`config.mk`:
```
export PLATFORM = sky130hd
export DESIGN_NAME = vdit_cell
export DESIGN_NICKNAME = d
export VERILOG_FILES = /design/src/rtl/core/vertex_dedup_index_table_assert.svh /design/src/rtl/core/vdit_cell.sv
export SDC_FILE = /design/constraint.sdc
export NUM_CORES = 1
export LEC_CHECK = 0
export BUFFER_PORTS_ARGS = -buffer_cell sky130_fd_sc_hd__buf_4
export CAP_MARGIN = 10
export CORE_MARGIN = 4
export CORE_UTILIZATION = 51
export CTS_CLUSTER_DIAMETER = 120
export DETAILED_ROUTE_END_ITERATION = 10
export PLACE_DENSITY_LB_ADDON = 0.1
export SKIP_LAST_GASP = 1
export SLEW_MARGIN = 40
export SYNTH_ARGS = -nofsm -noshare
export SYNTH_HDL_FRONTEND = slang
export SYNTH_SLANG_ARGS = --single-unit
```
`constraint.sdc`:
```
create_clock -name clk -period 7 [get_ports clk]
set_input_delay 1.05 -clock clk [delete_from_list [all_inputs] [get_ports clk]]
set_output_delay 1.05 -clock clk [all_outputs]
set_load 0.02 [all_outputs]
```
`src/rtl/core/vertex_dedup_index_table_assert.svh`:
```
// Assertion macros used by the vertex table RTL.
`ifndef VERTEX_DEDUP_INDEX_TABLE_ASSERT_SVH
`define VERTEX_DEDUP_INDEX_TABLE_ASSERT_SVH

`ifndef ASSERT_OFF
// A condition that implies another in the same cycle.
`define VDIT_ASSERT_IMPLY(label, clk, rst, cond, prop) \
  label: assert property (@(posedge clk) disable iff (rst) (cond) |-> (prop)) \
    else $error("assertion failed");
// A condition that implies another in the next cycle.
`define VDIT_ASSERT_NEXT(label, clk, rst, cond, prop) \
  label: assert property (@(posedge clk) disable iff (rst) (cond) |=> (prop)) \
    else $error("assertion failed");
`else
`define VDIT_ASSERT_IMPLY(label, clk, rst, cond, prop)
`define VDIT_ASSERT_NEXT(label, clk, rst, cond, prop)
`endif

`endif

```
`src/rtl/core/vdit_cell.sv`:
```
// One cell of the vertex row: holds one stored vertex and checks the passing search token.
module vdit_cell #(
  parameter int CELL_INDEX  = 0,
  parameter int COORD_WIDTH = 32,
  parameter int IDX_W       = 8,
  parameter int USED_W      = 9
) (
  input  logic                   clk,
  input  logic                   rst,
  input  logic                   tok_vld_in,
  input  logic                   tok_found_in,
  input  logic [IDX_W-1:0]       tok_idx_in,
  input  logic [COORD_WIDTH-1:0] qx,
  input  logic [COORD_WIDTH-1:0] qy,
  input  logic [COORD_WIDTH-1:0] qz,
  input  logic [USED_W-1:0]      used,
  input  logic                   wr_en,
  output logic                   tok_vld_out,
  output logic                   tok_found_out,
  output logic [IDX_W-1:0]       tok_idx_out
);

  logic [COORD_WIDTH-1:0] ex;
  logic [COORD_WIDTH-1:0] ey;
  logic [COORD_WIDTH-1:0] ez;
  logic                   occupied;
  logic                   hit;
  logic                   wr_sel;

  // The cell holds a valid vertex only when its slot lies below the fill count.
  assign occupied = USED_W'(CELL_INDEX) < used;
  assign hit      = tok_vld_in && !tok_found_in && occupied &&
                    (ex == qx) && (ey == qy) && (ez == qz);
  assign wr_sel   = wr_en && (used == USED_W'(CELL_INDEX));

  // The stored vertex is written when the cell is the next free slot.
  always_ff @(posedge clk) begin
    if (wr_sel) begin
      ex <= qx;
      ey <= qy;
      ez <= qz;
    end
  end

  // The token moves one cell further each cycle.
  always_ff @(posedge clk) begin
    if (rst) begin
      tok_vld_out <= 1'b0;
    end else begin
      tok_vld_out <= tok_vld_in;
    end
  end

  // An earlier hit is kept, so the lowest matching slot wins.
  always_ff @(posedge clk) begin
    tok_found_out <= tok_found_in || hit;
    tok_idx_out   <= tok_found_in ? tok_idx_in : IDX_W'(CELL_INDEX);
  end

endmodule

```
==> results by group <==
Critical path
  • Crit Path Category: in2reg
  • FF-to-FF Start: ex[15]
  • CP Launch Type: primary input
  • Crit. Startpoint: used[6]
  • Crit path capture: ey[13]
  • Crit Path Max Fanout: 53
  • R2r setup slk: 5170 ps
  • Crit path DAT: 2720 ps
  • Required @ worst endpoint: 6990 ps
  • Worst R2R Path Depth: 6
  • Reg-to-Reg End: tok_found_out
  • CP Capture Type: flip-flop

CTS
  • Num CTS Buffers: 9
  • Clock buffer depth: 2
  • Hold-fix buffer count after cts: 0
  • Reg clk slew, reported paths: 100 ps
  • # Post-CTS Setup Buffers: 0
  • TritonCTS clock tree: done
  • Latest clock arrival within the worst-skew pair: 350 ps
  • CTS resizes: 0
  • Root Buffer: clkbuf_8
  • Clk sinks: 106
  • H-tree depth: 3

GRT
  • Gr busiest metal: met2
  • Met3 Use GR: 0.04637
  • Global route overflow: 0
  • Vias in the first global route: 2978
  • Largest net degree at the start of global routing: 54
  • First-pass GRT wire length: 13910 um
  • Met2 Use GR: 0.2952
  • Antenna violations before repair: 0
  • Grt met1 use: 0.2327
  • GRT Util Overall: 0.1805

Die
  • CORE AREA: 0.008299 sq mm
  • Die Wd: 100.9 um
  • I/O pin count: 128
  • Row Count: 33
  • Die area: 0.01017 sq mm
  • Initial Util: 0.5298
  • Die span in y: 100.9 um

Synth
  • Synth Area per Inst: 14.61 sq um
  • Most numerous cell in the Yosys netlist: edfxtp_1
  • Register area share after synthesis: 0.7012
  • Netlist area before placement: 0.004397 sq mm
  • Synth area leader: edfxtp_1
  • Post-synth EDFFs: 96
  • Area share of the largest cell type after synthesis: 0.6557
  • Commonest cells in the netlist: edfxtp_1, inv_1, xor2_1, xnor2_1
  • Cells after Synth: 301
  • Synth unique cells: 27
  • Top FF cell, synth: edfxtp_1
  • Synth Net Count: 419
  • Synth area leaders: edfxtp_1, xor2_1, dfxtp_1
  • Synth warnings: 0
  • Seq cells post-synth: 106
  • Post-synth ARST share: 0

Drt
  • Post-route ant nets: 0
  • DRT Pass-1 Iters: 4
  • Avg WL per Cell: 16.17 um
  • Vias: 2815
  • Via density: 5.100
  • Post-Route WL: 8925 um
  • DRC viols: 0
  • 1st-iter DRT viols: 101

Placement
  • GPL Wtd Cong: 0.8489
  • Port Buffer Count: 127
  • DP Wirelength: 7059 um

Final layout
  • Area delta synth->final: 30.51%
  • ANT cells: 0
  • Share of cells above drive strength 1: 0.3400
  • Fin nets: 560

Timing
  • Worst slew margin: 0.5538
  • RSZ-0062 raised after global routing: false
  • WHS: 765.4 ps
  • Final Max Slew Viols: 0
  • Post-Route Setup TNS: 0 ps
  • Fin crit period: 2723 ps
  • Fin Clk Skew: 5.471 ps
  • Fin crit share: 0.3890
  • Final-report setup violation count: 0
  • Worst-margin pin slew: 669.2 ps
  • Final Hold Viols: 0
  • Fmax: 367.2 MHz

Pwr
  • Leak pwr: 2.237 nW
  • PD cells: 204.8 mW/mm^2
  • Worst vdd ir: 0.0001266 V
  • Power, Total: 1.175 mW

Min path
  • Hold Path Class: reg2reg

Flow run
  • Max-Cap Viols: 0

Status
  • Status: complete, no violations
-- how the worst min path moves through the flow --
| stage | slack, ps | to | startpoint | cells past startpoint |
|---|---|---|---|---|
| final | 770 | tok_found_out | ey[26] | 4 |
| after global routing | 800 | tok_found_out | ey[26] | 4 |
| after CTS | 770 | tok_found_out | ey[26] | 4 |
| after detailed placement | 750 | tok_found_out | ey[26] | 4 |
| after global placement | 750 | tok_found_out | ey[26] | 4 |
| after floorplan | 680 | tok_found_out | ey[26] | 4 |
-- sequential cells by signal, indices dropped and copies added, names as in the netlist --
signal,count
ez,32
tok_found_out,1
tok_idx_out,8
tok_vld_out,1
ey,32
ex,32
-- placed cells by master, fill, tap and decap left out, drive strengths merged, types with 2 or more instances in the layout --
cell,count
nor2,6
nand4,11
clkinv,3
a221oi,6
a22o,6
dfxtp,10
edfxtp,96
xnor2,21
inv,47
o2111ai,2
xor2,29
o22ai,13
nand2b,6
and2,8
a2111oi,3
nor4,16
buf,130
clkbuf,9
nor2b,6
o2bb2ai,11
-- critical path, cell delays in order --
cell and delay, ps:
buf_4 110, nor4_1 260, nand3_1 180, nor2_4 270, buf_8 230, buf_4 590
-- layout make-up --
type / count / area, sq um
multi-input cells: 150 / 1152
clock buffers: 9 / 123.9
repair buffers: 130 / 1003
clock inverters: 7 / 75.07
inverters: 45 / 168.9
well taps: 105 / 131.4
fillers: 623 / 2561
flip-flops and latches: 106 / 3083
-- metal layers --
metal	share of wire	vias up
met2	0.49	91
met1	0.42	1313
met3	0.078	10
met5	0	-
li1	-	1401
met4	0.015	0
-- kinds of logic (layout without fill, tap and decap cells) --
| family | Yosys count | in the layout | share of synthesized area |
|---|---|---|---|
| DFF | 106 | 106 | 0.7012 |
| and+or+nand+nor | 55 | 55 | 0.08054 |
| xor gates and xnor gates | 50 | 50 | 0.09960 |
| AOI/OAI and AO/OA | 45 | 45 | 0.08025 |
| buffers and inverters | 45 | 191 | 0.03842 |
-- stage by stage --
stage / util / setup WS [ps] / area [sq um] / cells
6_report: 0.6914 / 4277 / 5738 / 552
5_1_grt: 0.6914 / 4149 / 5738 / 552
4_1_cts: 0.6914 / 4269 / 5738 / 552
3_5_place_dp: 0.6674 / 3885 / 5539 / 536
3_3_place_gp: 0.6623 / 3367 / 5497 / 534
2_1_floorplan: - / 1013 / 4397 / 301
-- report_power, final --
part,switching [mW],internal (mW),total [mW]
registers,0.000995,0.692,0.693
logic,0.0424,0.0631,0.106
clock network,0.208,0.169,0.377
No activity file was read; power rests on OpenSTA's default activity.
